[src/hdl/lkvc_pkg.sv]
// Shared types and constants for the LRU key-value cache core.
// No dependencies.
`default_nettype none

package lkvc_pkg;

   localparam int KEY_W   = 32;
   localparam int VALUE_W = 32;
   localparam int CAP_W   = 5;

   localparam logic [CAP_W-1:0] CAP_RESET = 5'd16;
   localparam logic [CAP_W-1:0] CAP_MIN   = 5'd1;

   localparam logic MODE_GET = 1'b0;
   localparam logic MODE_PUT = 1'b1;

   typedef struct packed {
      logic               found;
      logic [VALUE_W-1:0] read_value;
      logic               evicted;
   } rsp_type;

endpackage

`default_nettype wire

[src/hdl/lru_key_value_cache_core.sv]
// Top level of the LRU key-value cache: capacity register and sequencer.
// Depends on lkvc_pkg, lkvc_sequencer.
//
//   channel   handshake              payload
//   request   start & !busy          req_mode, req_lookup_key, req_write_value
//   response  rsp_valid (1 cycle)    rsp_found, rsp_read_value, rsp_evicted
//   config    csr_valid & csr_ready  csr_data (capacity_in_use)
//
// A get miss strobes after one RAM scan pass; a hit or put takes one RAM scan pass
// and one rank rewrite pass, one entry per cycle.
// busy drops in the strobe cycle, so the next transaction can start there.
// Synchronous reset empties the cache; no clearing pass (valid bits in flops).
// The receiver cannot stall: each response is shown for one cycle only.
`default_nettype none

module lru_key_value_cache_core #(
   parameter int ENTRIES = 16
) (
   input  wire logic                        clock,
   input  wire logic                        reset,
   input  wire logic                        start,
   output logic                             busy,
   input  wire logic                        req_mode,
   input  wire logic [lkvc_pkg::KEY_W-1:0]   req_lookup_key,
   input  wire logic [lkvc_pkg::VALUE_W-1:0] req_write_value,
   output logic                             rsp_valid,
   output logic                             rsp_found,
   output logic [lkvc_pkg::VALUE_W-1:0]      rsp_read_value,
   output logic                             rsp_evicted,
   input  wire logic                        csr_valid,
   output logic                             csr_ready,
   input  wire logic [lkvc_pkg::CAP_W-1:0]   csr_data
);

   logic [lkvc_pkg::CAP_W-1:0] cap_ff, cap_in;
   logic [lkvc_pkg::CAP_W-1:0] cap_limit;
   lkvc_pkg::rsp_type          rsp;

   assign csr_ready = 1'b1;
   assign cap_in    = (csr_valid && csr_ready) ? csr_data : cap_ff;

   always_ff @(posedge clock) begin
      if (reset) begin
         cap_ff <= lkvc_pkg::CAP_RESET;
      end else begin
         cap_ff <= cap_in;
      end
   end

   // zero capacity behaves as one
   assign cap_limit = (cap_ff == '0) ? lkvc_pkg::CAP_MIN : cap_ff;

   lkvc_sequencer #(
      .ENTRIES (ENTRIES)
   ) u_seq (
      .clock           (clock),
      .reset           (reset),
      .start           (start),
      .busy            (busy),
      .req_mode        (req_mode),
      .req_lookup_key  (req_lookup_key),
      .req_write_value (req_write_value),
      .cap_limit       (cap_limit),
      .rsp_valid       (rsp_valid),
      .rsp             (rsp)
   );

   assign rsp_found      = rsp.found;
   assign rsp_read_value = rsp.read_value;
   assign rsp_evicted    = rsp.evicted;

endmodule

`default_nettype wire

[src/hdl/lkvc_entry_ram.sv]
// Entry store: simple dual-port synchronous RAM, one write and one registered read per cycle.
// No dependencies.
`default_nettype none

module lkvc_entry_ram #(
   parameter int DEPTH  = 16,
   parameter int ADDR_W = 4,
   parameter int WORD_W = 68
) (
   input  wire logic              clock,
   input  wire logic              wr_en,
   input  wire logic [ADDR_W-1:0] wr_addr,
   input  wire logic [WORD_W-1:0] wr_data,
   input  wire logic [ADDR_W-1:0] rd_addr,
   output logic      [WORD_W-1:0] rd_data
);

   logic [WORD_W-1:0] mem [DEPTH];
   logic [WORD_W-1:0] rd_data_ff;

   always_ff @(posedge clock) begin
      if (wr_en) begin
         mem[wr_addr] <= wr_data;
      end
      rd_data_ff <= mem[rd_addr];
   end

   assign rd_data = rd_data_ff;

endmodule

`default_nettype wire

[src/hdl/lkvc_sequencer.sv]
// Lookup/update sequencer: scans the entry RAM, picks hit, free or LRU slot;
// a hit or put reranks in a second pass. Depends on lkvc_pkg, lkvc_entry_ram.
`default_nettype none

module lkvc_sequencer #(
   parameter int ENTRIES = 16
) (
   input  wire logic                        clock,
   input  wire logic                        reset,
   input  wire logic                        start,
   output logic                             busy,
   input  wire logic                        req_mode,
   input  wire logic [lkvc_pkg::KEY_W-1:0]   req_lookup_key,
   input  wire logic [lkvc_pkg::VALUE_W-1:0] req_write_value,
   input  wire logic [lkvc_pkg::CAP_W-1:0]   cap_limit,
   output logic                             rsp_valid,
   output lkvc_pkg::rsp_type                rsp
);

   localparam int IDX_W  = (ENTRIES > 1) ? $clog2(ENTRIES) : 1;
   localparam int RANK_W = IDX_W;
   localparam int CNT_W  = $clog2(ENTRIES + 1);
   localparam int WORD_W = lkvc_pkg::KEY_W + lkvc_pkg::VALUE_W + RANK_W;
   localparam int CMP_W  = (CNT_W > lkvc_pkg::CAP_W) ? CNT_W : lkvc_pkg::CAP_W;
   localparam logic [CNT_W-1:0] CNT_END = CNT_W'(ENTRIES);

   typedef enum logic [1:0] {ST_IDLE, ST_SCAN, ST_UPDATE} state_type;

   state_type                     state_ff, state_in;
   logic [CNT_W-1:0]              cnt_ff, cnt_in;
   logic                          pvld_ff, pvld_in;
   logic [IDX_W-1:0]              pidx_ff, pidx_in;
   logic                          mode_ff, mode_in;
   logic [lkvc_pkg::KEY_W-1:0]    key_ff, key_in;
   logic [lkvc_pkg::VALUE_W-1:0]  value_ff, value_in;
   logic                          hit_ff, hit_in;
   logic [IDX_W-1:0]              hit_idx_ff, hit_idx_in;
   logic [RANK_W-1:0]             hit_rank_ff, hit_rank_in;
   logic [lkvc_pkg::VALUE_W-1:0]  hit_val_ff, hit_val_in;
   logic                          lru_ff, lru_in;
   logic [IDX_W-1:0]              lru_idx_ff, lru_idx_in;
   logic [RANK_W-1:0]             lru_rank_ff, lru_rank_in;
   logic                          free_ff, free_in;
   logic [IDX_W-1:0]              free_idx_ff, free_idx_in;
   logic [IDX_W-1:0]              tgt_idx_ff, tgt_idx_in;
   logic                          ins_ff, ins_in;
   logic                          ev_ff, ev_in;
   logic [ENTRIES-1:0]            valid_ff, valid_in;
   logic [CNT_W-1:0]              occ_ff, occ_in;
   lkvc_pkg::rsp_type             rsp_ff, rsp_in;
   logic                          rsp_valid_ff, rsp_valid_in;

   logic                          issue;
   logic                          occ_full;
   logic [IDX_W-1:0]              rd_addr;
   logic [WORD_W-1:0]             rd_data;
   logic                          wr_en;
   logic [WORD_W-1:0]             wr_data;
   logic [lkvc_pkg::KEY_W-1:0]    rd_key;
   logic [lkvc_pkg::VALUE_W-1:0]  rd_val;
   logic [RANK_W-1:0]             rd_rank;
   logic                          cur_valid;
   logic                          rank_inc;

   lkvc_entry_ram #(
      .DEPTH  (ENTRIES),
      .ADDR_W (IDX_W),
      .WORD_W (WORD_W)
   ) u_ram (
      .clock   (clock),
      .wr_en   (wr_en),
      .wr_addr (pidx_ff),
      .wr_data (wr_data),
      .rd_addr (rd_addr),
      .rd_data (rd_data)
   );

   assign rd_key    = rd_data[WORD_W-1 -: lkvc_pkg::KEY_W];
   assign rd_val    = rd_data[RANK_W +: lkvc_pkg::VALUE_W];
   assign rd_rank   = rd_data[RANK_W-1:0];
   assign cur_valid = valid_ff[pidx_ff];
   assign issue     = (state_ff != ST_IDLE) && (cnt_ff != CNT_END);
   assign rd_addr   = issue ? cnt_ff[IDX_W-1:0] : '0;
   assign occ_full  = (CMP_W'(occ_ff) >= CMP_W'(cap_limit)) || (occ_ff == CNT_END);
   assign rank_inc  = ins_ff || (rd_rank < hit_rank_ff);

   always_comb begin
      state_in     = state_ff;
      cnt_in       = issue ? cnt_ff + CNT_W'(1) : cnt_ff;
      pvld_in      = issue;
      pidx_in      = cnt_ff[IDX_W-1:0];
      mode_in      = mode_ff;
      key_in       = key_ff;
      value_in     = value_ff;
      hit_in       = hit_ff;
      hit_idx_in   = hit_idx_ff;
      hit_rank_in  = hit_rank_ff;
      hit_val_in   = hit_val_ff;
      lru_in       = lru_ff;
      lru_idx_in   = lru_idx_ff;
      lru_rank_in  = lru_rank_ff;
      free_in      = free_ff;
      free_idx_in  = free_idx_ff;
      tgt_idx_in   = tgt_idx_ff;
      ins_in       = ins_ff;
      ev_in        = ev_ff;
      valid_in     = valid_ff;
      occ_in       = occ_ff;
      rsp_in       = rsp_ff;
      rsp_valid_in = 1'b0;
      wr_en        = 1'b0;
      wr_data      = rd_data;

      case (state_ff)
         ST_IDLE: begin
            if (start) begin
               mode_in  = req_mode;
               key_in   = req_lookup_key;
               value_in = req_write_value;
               hit_in   = 1'b0;
               lru_in   = 1'b0;
               free_in  = 1'b0;
               cnt_in   = '0;
               state_in = ST_SCAN;
            end
         end
         ST_SCAN: begin
            if (pvld_ff) begin
               if (cur_valid && (rd_key == key_ff) && !hit_ff) begin
                  hit_in      = 1'b1;
                  hit_idx_in  = pidx_ff;
                  hit_rank_in = rd_rank;
                  hit_val_in  = rd_val;
               end
               if (cur_valid && (!lru_ff || (rd_rank > lru_rank_ff))) begin
                  lru_in      = 1'b1;
                  lru_idx_in  = pidx_ff;
                  lru_rank_in = rd_rank;
               end
               if (!cur_valid && !free_ff) begin
                  free_in     = 1'b1;
                  free_idx_in = pidx_ff;
               end
            end else if (cnt_ff == CNT_END) begin
               cnt_in = '0;
               if (hit_ff) begin
                  tgt_idx_in        = hit_idx_ff;
                  ins_in            = 1'b0;
                  ev_in             = 1'b0;
                  rsp_in.found      = 1'b1;
                  rsp_in.read_value = (mode_ff == lkvc_pkg::MODE_GET) ? hit_val_ff : '0;
                  rsp_in.evicted    = 1'b0;
                  state_in          = ST_UPDATE;
               end else if (mode_ff == lkvc_pkg::MODE_GET) begin
                  rsp_in       = '0;
                  rsp_valid_in = 1'b1;
                  state_in     = ST_IDLE;
               end else begin
                  ins_in            = 1'b1;
                  ev_in             = !(free_ff && !occ_full);
                  tgt_idx_in        = (free_ff && !occ_full) ? free_idx_ff : lru_idx_ff;
                  rsp_in.found      = 1'b0;
                  rsp_in.read_value = '0;
                  rsp_in.evicted    = !(free_ff && !occ_full);
                  state_in          = ST_UPDATE;
               end
            end
         end
         ST_UPDATE: begin
            if (pvld_ff) begin
               if (pidx_ff == tgt_idx_ff) begin
                  wr_en             = 1'b1;
                  wr_data           = {ins_ff ? key_ff : rd_key,
                                       (mode_ff == lkvc_pkg::MODE_PUT) ? value_ff : rd_val,
                                       {RANK_W{1'b0}}};
                  valid_in[pidx_ff] = 1'b1;
               end else if (cur_valid) begin
                  wr_en   = 1'b1;
                  wr_data = {rd_key, rd_val, rank_inc ? rd_rank + RANK_W'(1) : rd_rank};
               end
            end else if (cnt_ff == CNT_END) begin
               if (ins_ff && !ev_ff) begin
                  occ_in = occ_ff + CNT_W'(1);
               end
               rsp_valid_in = 1'b1;
               state_in     = ST_IDLE;
            end
         end
         default: begin
            state_in = ST_IDLE;
         end
      endcase
   end

   always_ff @(posedge clock) begin
      if (reset) begin
         state_ff     <= ST_IDLE;
         cnt_ff       <= '0;
         pvld_ff      <= 1'b0;
         valid_ff     <= '0;
         occ_ff       <= '0;
         rsp_valid_ff <= 1'b0;
      end else begin
         state_ff     <= state_in;
         cnt_ff       <= cnt_in;
         pvld_ff      <= pvld_in;
         valid_ff     <= valid_in;
         occ_ff       <= occ_in;
         rsp_valid_ff <= rsp_valid_in;
      end
      pidx_ff     <= pidx_in;
      mode_ff     <= mode_in;
      key_ff      <= key_in;
      value_ff    <= value_in;
      hit_ff      <= hit_in;
      hit_idx_ff  <= hit_idx_in;
      hit_rank_ff <= hit_rank_in;
      hit_val_ff  <= hit_val_in;
      lru_ff      <= lru_in;
      lru_idx_ff  <= lru_idx_in;
      lru_rank_ff <= lru_rank_in;
      free_ff     <= free_in;
      free_idx_ff <= free_idx_in;
      tgt_idx_ff  <= tgt_idx_in;
      ins_ff      <= ins_in;
      ev_ff       <= ev_in;
      rsp_ff      <= rsp_in;
   end

   assign busy      = (state_ff != ST_IDLE);
   assign rsp_valid = rsp_valid_ff;
   assign rsp       = rsp_ff;

endmodule

`default_nettype wire
[config.mk]
export PLATFORM = sky130hd
export DESIGN_NAME = lru_key_value_cache_core
export DESIGN_NICKNAME = d
export VERILOG_FILES = /design/src/hdl/lkvc_pkg.sv /design/src/hdl/lru_key_value_cache_core.sv /design/src/hdl/lkvc_entry_ram.sv /design/src/hdl/lkvc_sequencer.sv
export SDC_FILE = /design/constraint.sdc
export NUM_CORES = 2
export LEC_CHECK = 0
export BUFFER_PORTS_ARGS = -buffer_cell sky130_fd_sc_hd__buf_2
export CAP_MARGIN = 20
export CORE_AREA = 4 4 299 360
export DETAILED_ROUTE_END_ITERATION = 8
export DIE_AREA = 0 0 303 364
export PLACE_DENSITY_LB_ADDON = 0.25
export SLEW_MARGIN = 15
export SYNTH_ARGS = -nofsm -noshare
export SYNTH_HDL_FRONTEND = slang
export SYNTH_SLANG_ARGS = --single-unit
[constraint.sdc]
create_clock -name clock -period 8.1 [get_ports clock]
set_input_delay 1.62 -clock clock [delete_from_list [all_inputs] [get_ports clock]]
set_output_delay 1.62 -clock clock [all_outputs]
set_load 0.1 [all_outputs]
; ---- Yosys cells after proc, flatten, opt, wreduce, memory -nomap -nowiden
; Memory sizes are Yosys's and may differ from the RTL's. A register that Yosys moved wholly into a read port is not among the register bits.
; Index checks and enable logic that the tools add are counted.
[classes]
eq_ne = 16
reduce_logical = 36
add_sub_neg = 3
muxes = 57
n_bitwise = 3
order_cmp = 5
[op_table]
columns = cell, count
row1 = 68-bit 2-to-1 mux, 3
row2 = 32-bit 2-to-1 mux, 3
row3 = 33-bit 2-to-1 mux, 1
row4 = 32-bit equality test, 1
row5 = 5-bit 2-to-1 mux, 5
row6 = 1-bit 2-to-1 mux, 24
row7 = 4-bit 2-to-1 mux, 6
row8 = 4-bit AND reduction, 5
row9 = 16-bit bitwise OR, 1
row10 = 3-bit AND reduction, 5
row11 = 2-bit 2-to-1 mux, 7
row12 = "2-bit by 1-bit inequality test with 1-bit output, second input constant", 6
row13 = "5-bit by 1-bit adder with 5-bit output, second input constant", 2
row14 = "5-bit equality test, second input constant", 2
row15 = 5-bit case mux with 2 select lines, 1
row16 = 1-bit logical AND, 8
row17 = 1-bit case mux with 2 select lines, 4
row18 = 1-bit logical NOT, 7
row19 = "2-bit inequality test, second input constant", 3
row20 = 2-bit case mux with 3 select lines, 1
row21 = 2-bit nonzero test, 3
row22 = 5-bit >= comparator, 1
row23 = 5-bit logical NOT, 1
row24 = "4-bit by 5-bit less-than comparator with 1-bit output, second input constant", 1
row25 = other kinds (16), 19
[word_totals]
inputBits = 74
reg_bits = 199
output_inout_bits = 37
mem_bits_rw = 1088
word_cells = 147
n_memories = 1
[mem_list]
columns = name, depth, width, rd, rd_ports_with_merged_regs, write_ports, line_no
row1 = u_seq.u_ram.mem, 16, 68, 1, 1, 1, lkvc_entry_ram.sv:18  ; logic [WORD_W-1:0] mem [DEPTH];

; ---- Longest topological paths before layout
[depth]
ltp_word = 9
depth_mapped = 13
ltp_nobuf = 10

; ---- Cells and area by module
; From an unflattened synthesis, not the netlist that was laid out.
[unflattened]
cells_unflattened = 2336
area_unflattened_um2 = 50462.1
[by_module_without_submodules]
columns = module, cells_per_inst, area_each_um2, seq_area_each_um2, instances
row1 = lkvc_entry_ram, 1750, 41979.0, 34032.6, 1
row2 = lkvc_sequencer, 562, 8262.9, 5485.3, 1
row3 = lru_key_value_cache_core, 24, 220.2, 100.1, 1

; ---- Least setup slack after synthesis
; Ideal clock, no wire load.
[synth_timing]
path_kind = reg2reg
startpoint = register u_seq.pidx_ff[2]
endpoint = memory u_seq.u_ram.mem[8][0], enable pin
required_ps = 7438
arrival_ps = 7813
path_stages_with_launch = 8
slack_ps = -375
setup_ps = 662
synth_period_minus_slack_ps = 8475
n_path_buf = 2
cell_sequence = dfxtp_1 > buf_2 > xnor2_1 > nand4_1 > nor2_2 > nor2_2 > buf_2 > nor4_1
[synth_via]
elab_chain_cells = 8
word_cells_on_any_way = 9
cone_classes = 1 x eq/ne / 8 x mux
[synth_rtl]
columns = element, line_no
row1 = "start, declared", lkvc_sequencer.sv:32  ; logic [IDX_W-1:0] pidx_ff, pidx_in;
row2 = "start signal, assigned", lkvc_sequencer.sv:211  ; pidx_ff <= pidx_in;
row3 = 1-bit binary-select mux with 4-bit select, lkvc_sequencer.sv:81  ; assign cur_valid = valid_ff[pidx_ff];
row4 = 1-bit 2-to-1 mux (implied by the code), lkvc_sequencer.sv:81
row5 = 1-bit 2-to-1 mux, lkvc_sequencer.sv:177  ; end else if (cur_valid) begin
row6 = 1-bit 2-to-1 mux, lkvc_sequencer.sv:171  ; if (pidx_ff == tgt_idx_ff) begin
row7 = 1-bit 2-to-1 mux, lkvc_sequencer.sv:170  ; if (pvld_ff) begin
row8 = 1-bit 2-to-1 mux, lkvc_sequencer.sv:114  ; case (state_ff)
row9 = 1-bit 2-to-1 mux, lkvc_entry_ram.sv:22  ; if (wr_en) begin
row10 = 1-bit 2-to-1 mux (implied by the code), lkvc_entry_ram.sv:23  ; mem[wr_addr] <= wr_data;
row11 = "end, declared", lkvc_entry_ram.sv:18
; Parallel ways exist; a longest one is shown, timed or not. The select of a mux whose other input is x is not followed.

; ---- Worst setup path in the final report
[layout_timing]
startpoint = register u_seq.cnt_ff[1]
endpoint = register u_seq.u_ram.rd_data_ff[38] (netlist: u_seq.u_ram.rd_data[38]) (read register of u_seq.u_ram.mem)
[layout_via]
elab_chain_cells = 3
[layout_rtl]
columns = element, line_no
row1 = "start, declared", lkvc_sequencer.sv:30  ; logic [CNT_W-1:0] cnt_ff, cnt_in;
row2 = "start signal, assigned", lkvc_sequencer.sv:205  ; cnt_ff <= cnt_in;
row3 = 5-bit inequality test, lkvc_sequencer.sv:82  ; assign issue = (state_ff != ST_IDLE) && (cnt_ff != CNT_END);
row4 = 1-bit logical AND, lkvc_sequencer.sv:82
row5 = net u_seq.issue, lkvc_sequencer.sv:53  ; logic issue;
row6 = 4-bit 2-to-1 mux, lkvc_sequencer.sv:83  ; assign rd_addr = issue ? cnt_ff[IDX_W-1:0] : '0;
row7 = "end, declared", lkvc_entry_ram.sv:19  ; logic [WORD_W-1:0] rd_data_ff;
; The timed path passes the listed nets, and every way through them passes these cells.
; A chain may end at the register's enable or synchronous reset.

==> impl_metrics.env <==
export IMPL_yosysTopAreaCell="edfxtp_1"
export IMPL_nets=3123
export IMPL_synth_top_family_by_area="multiplexers"
export IMPL_syn_to_final_growth_pct=12.8
export IMPL_leakage_nw=18.5
export IMPL_holdWs_ns=0.409
export IMPL_htreeDepth=4
export IMPL_cts_buffer_depth=3
export IMPL_wl_per_cell_um=27.4
export IMPL_syn_inst=2875
export IMPL_cts_repair_resize_count=0
export IMPL_total_power_mw=14.4
export IMPL_netlist_area_um2=51600
export IMPL_cp_cell_sequence="inv_1, ha_1, nor4bb_4, nor2_1, ha_4, buf_4, and2_4, a221oi_1, o22ai_1, nor2_1"
export IMPL_grt_max_degree=160
export IMPL_grt_ovfl_total=0
export IMPL_synth_fa_ha_area_share_pct=0.509
export IMPL_tightest_slew_ns=1.10
export IMPL_crit_buf_inv=2
export IMPL_utilization_pct=55.9
export IMPL_dieArea_um2=110000
export IMPL_yosysTopAreaCellShare_pct=72.6
export IMPL_synth_edf_count=1248
export IMPL_insertion_delay_ns=0.76
export IMPL_synth_cell_types=58
export IMPL_num_fill_cells=7802
export IMPL_period_needed_ns=4.41
export IMPL_ys_ff_latch=1355
export IMPL_fin_area_um2=58300
export IMPL_critPathSlowestCell="and2_4"
export IMPL_ir_drop_mv=0.214
export IMPL_rows=130
export IMPL_grt_busiest_layer="met2"
export IMPL_initial_core_util_pct=49.5
export IMPL_seq_area_frac_synth_pct=76.7
export IMPL_syn_nets=2970
export IMPL_remaining_drc_errors=0
export IMPL_routabilityCongestion=0.787
export IMPL_numPortBuffers=109
export IMPL_synth_compound_area_share_pct=4.29
export IMPL_crit_top_cell="nor2_1"
export IMPL_critical_path_top_delay_family="simple AND/OR/NAND/NOR gates"
export IMPL_postLayoutSetupSlackWorst_ns=3.69
export IMPL_n_antenna_cell=0
export IMPL_synth_xor_area_share_pct=0.746
export IMPL_core_um2=104000
export IMPL_clk_pin_slew_worst_paths_ns=0.06
export IMPL_slew_viol_final=0
export IMPL_max_freq_mhz=227
export IMPL_cp_arrival_ns=5.04
export IMPL_fin_worst_skew_ns=0.0281
export IMPL_multi_input_area_um2=11300
export IMPL_setup_viol_count_final=0
export IMPL_yosys_area_share_simple_pct=5.30
export IMPL_cp_required_ns=8.73
export IMPL_final_hold_viol_count=0
export IMPL_totalWireLength_mm=124
export IMPL_drive_gt1_share_pct=20.2
export IMPL_cp_max_fo=46
export IMPL_vias=27200
export IMPL_viasPerCell=6.01
export IMPL_seqCellArea_um2=39600
export IMPL_ys_flop_type="edfxtp_1"
export IMPL_critPathKind="register to register"
export IMPL_pre_cts_ws_ns=3.66
export IMPL_min_path_type="register to register"
export IMPL_max_slew_margin_pct=26.8
export IMPL_grt_use_met3_pct=3.64
export IMPL_root_buffer="clkbuf_16"
export IMPL_cts_inserted_buffers=132
export IMPL_fp_dieH_um=364
export IMPL_clock_sinks=1355
export IMPL_rsz0062_at_grt="no"
export IMPL_slowest_delay_ns=0.91
export IMPL_syn_area_per_cell_um2=18.0
export IMPL_status="completed"
export IMPL_dr_pass1_iters=7
export IMPL_grt_pass1_vias=27700
export IMPL_synth_mux_area_fraction_pct=10.7
export IMPL_synthTopCellsByArea="edfxtp_1 (73%), mux4_2 (6.1%), dfxtp_1 (4.1%), mux2i_1 (3.2%), nand2_1 (1.5%)"
export IMPL_grtUsageTotal_pct=22.5
export IMPL_synth_common_cells="edfxtp_1 (1248), nand2_1 (211), mux2i_1 (163)"
export IMPL_ys_warn_count=0
export IMPL_die_x_um=303
export IMPL_startpoint_type="register"
export IMPL_maxCapViolations=0
export IMPL_placedCellCount=4275
export IMPL_ios=111
export IMPL_use_met2_pct=37.1
export IMPL_first_iter_violations=2850
export IMPL_cts_tree="built"
export IMPL_dpl_cell_area_um2=53800
export IMPL_grtUsageMet1_pct=30.9
export IMPL_postRouteAntennaNets=0
export IMPL_p_per_area_nw_per_um2=247
export IMPL_grt_pass1_wl_mm=181
export IMPL_fin_cells=4524
export IMPL_dp_hpwl_mm=59.5
export IMPL_synth_most_common_cell="edfxtp_1"
export IMPL_setup_tns_ns=0
export IMPL_endpoint_kind="register"
export IMPL_ys_async_sr_fraction_pct=0
export IMPL_antenna_found_initial=1
export IMPL_postCtsSetupRepairBufs=0
export IMPL_hold_buffers=0
export IMPL_period_share_pct=54.4
## layout make-up
cell class | instances | area share (%)
clock buffers | 176 | 6.41
inverters | 24 | 0.155
clock inverters | 68 | 1.14
repair buffers | 174 | 1.90
multi-input cells | 1341 | 19.4
flip-flops and latches | 1355 | 68.0
well taps | 1386 | 2.98
## layer usage
layer	up-vias	wire [um]
met5	-	0
met3	210	9170
met1	14200	50400
met4	0	3120
met2	1155	61100
li1	11700	-
## power breakdown
| part | internal (mW) | switching [mW] | total [mW] | leakage (nW) |
|---|---|---|---|---|
| Sequential | 7.70 | 0.0512 | 7.76 | 12.2 |
| Clock | 3.58 | 2.59 | 6.17 | 2.15 |
| Combinational | 0.164 | 0.319 | 0.483 | 4.20 |
## registers in the layout, indices dropped and copies added, names as in the netlist, 2 cells and up
signal,flops
u_seq.lru_rank_ff,4
cap_ff,5
u_seq.hit_idx_ff,4
u_seq.hit_rank_ff,4
u_seq.rsp,34
u_seq.state_ff,2
u_seq.u_ram.rd_data,68
u_seq.cnt_ff,5
u_seq.hit_val_ff,32
u_seq.key_ff,32
u_seq.tgt_idx_ff,4
u_seq.u_ram.mem,1088
u_seq.lru_idx_ff,4
u_seq.pidx_ff,4
u_seq.value_ff,32
u_seq.free_idx_ff,4
u_seq.occ_ff,5
u_seq.valid_ff,16
## cell usage in the layout (no fill, tap or decap), types with 14 or more instances in the layout
cell type,Yosys,routed
o22ai_1,22,22
mux2_2,64,64
a221oi_2,15,15
o21ai_1,17,17
and2_1,38,34
mux2i_1,163,163
clkbuf_16,0,138
nor3_1,34,24
clkbuf_8,0,14
a221oi_1,50,50
a211oi_1,46,46
edfxtp_1,1248,1248
nor2_1,99,93
buf_4,10,57
xor2_1,33,33
buf_2,63,111
a31oi_1,52,52
clkinv_2,0,19
dfxtp_1,107,107
and3_1,23,23
ha_1,21,20
nand2_1,211,208
mux4_2,140,140
clkinv_1,0,25
a21oi_1,90,90
nand3_1,130,130
clkbuf_1,60,24
inv_1,24,24
## worst paths after layout
path / start / to / slack [ns] / cells past startpoint
min: u_seq.cnt_ff[1] / u_seq.pidx_ff[1] / 0.41 / 0
max reg2reg: u_seq.cnt_ff[1] / u_seq.u_ram.rd_data[38] / 3.69 / 10
min reg2reg: u_seq.cnt_ff[1] / u_seq.pidx_ff[1] / 0.41 / 0
max: u_seq.cnt_ff[1] / u_seq.u_ram.rd_data[38] / 3.69 / 10
## kinds of logic after synthesis
kind of cell | after synthesis
buf+inv | 179
mux | 367
compound gates | 321
fa+ha+maj | 21
flops | 1355
other cells | 1
simple gates | 587
xor+xnor | 44
Note: power is estimated with default switching activity, not from simulation.
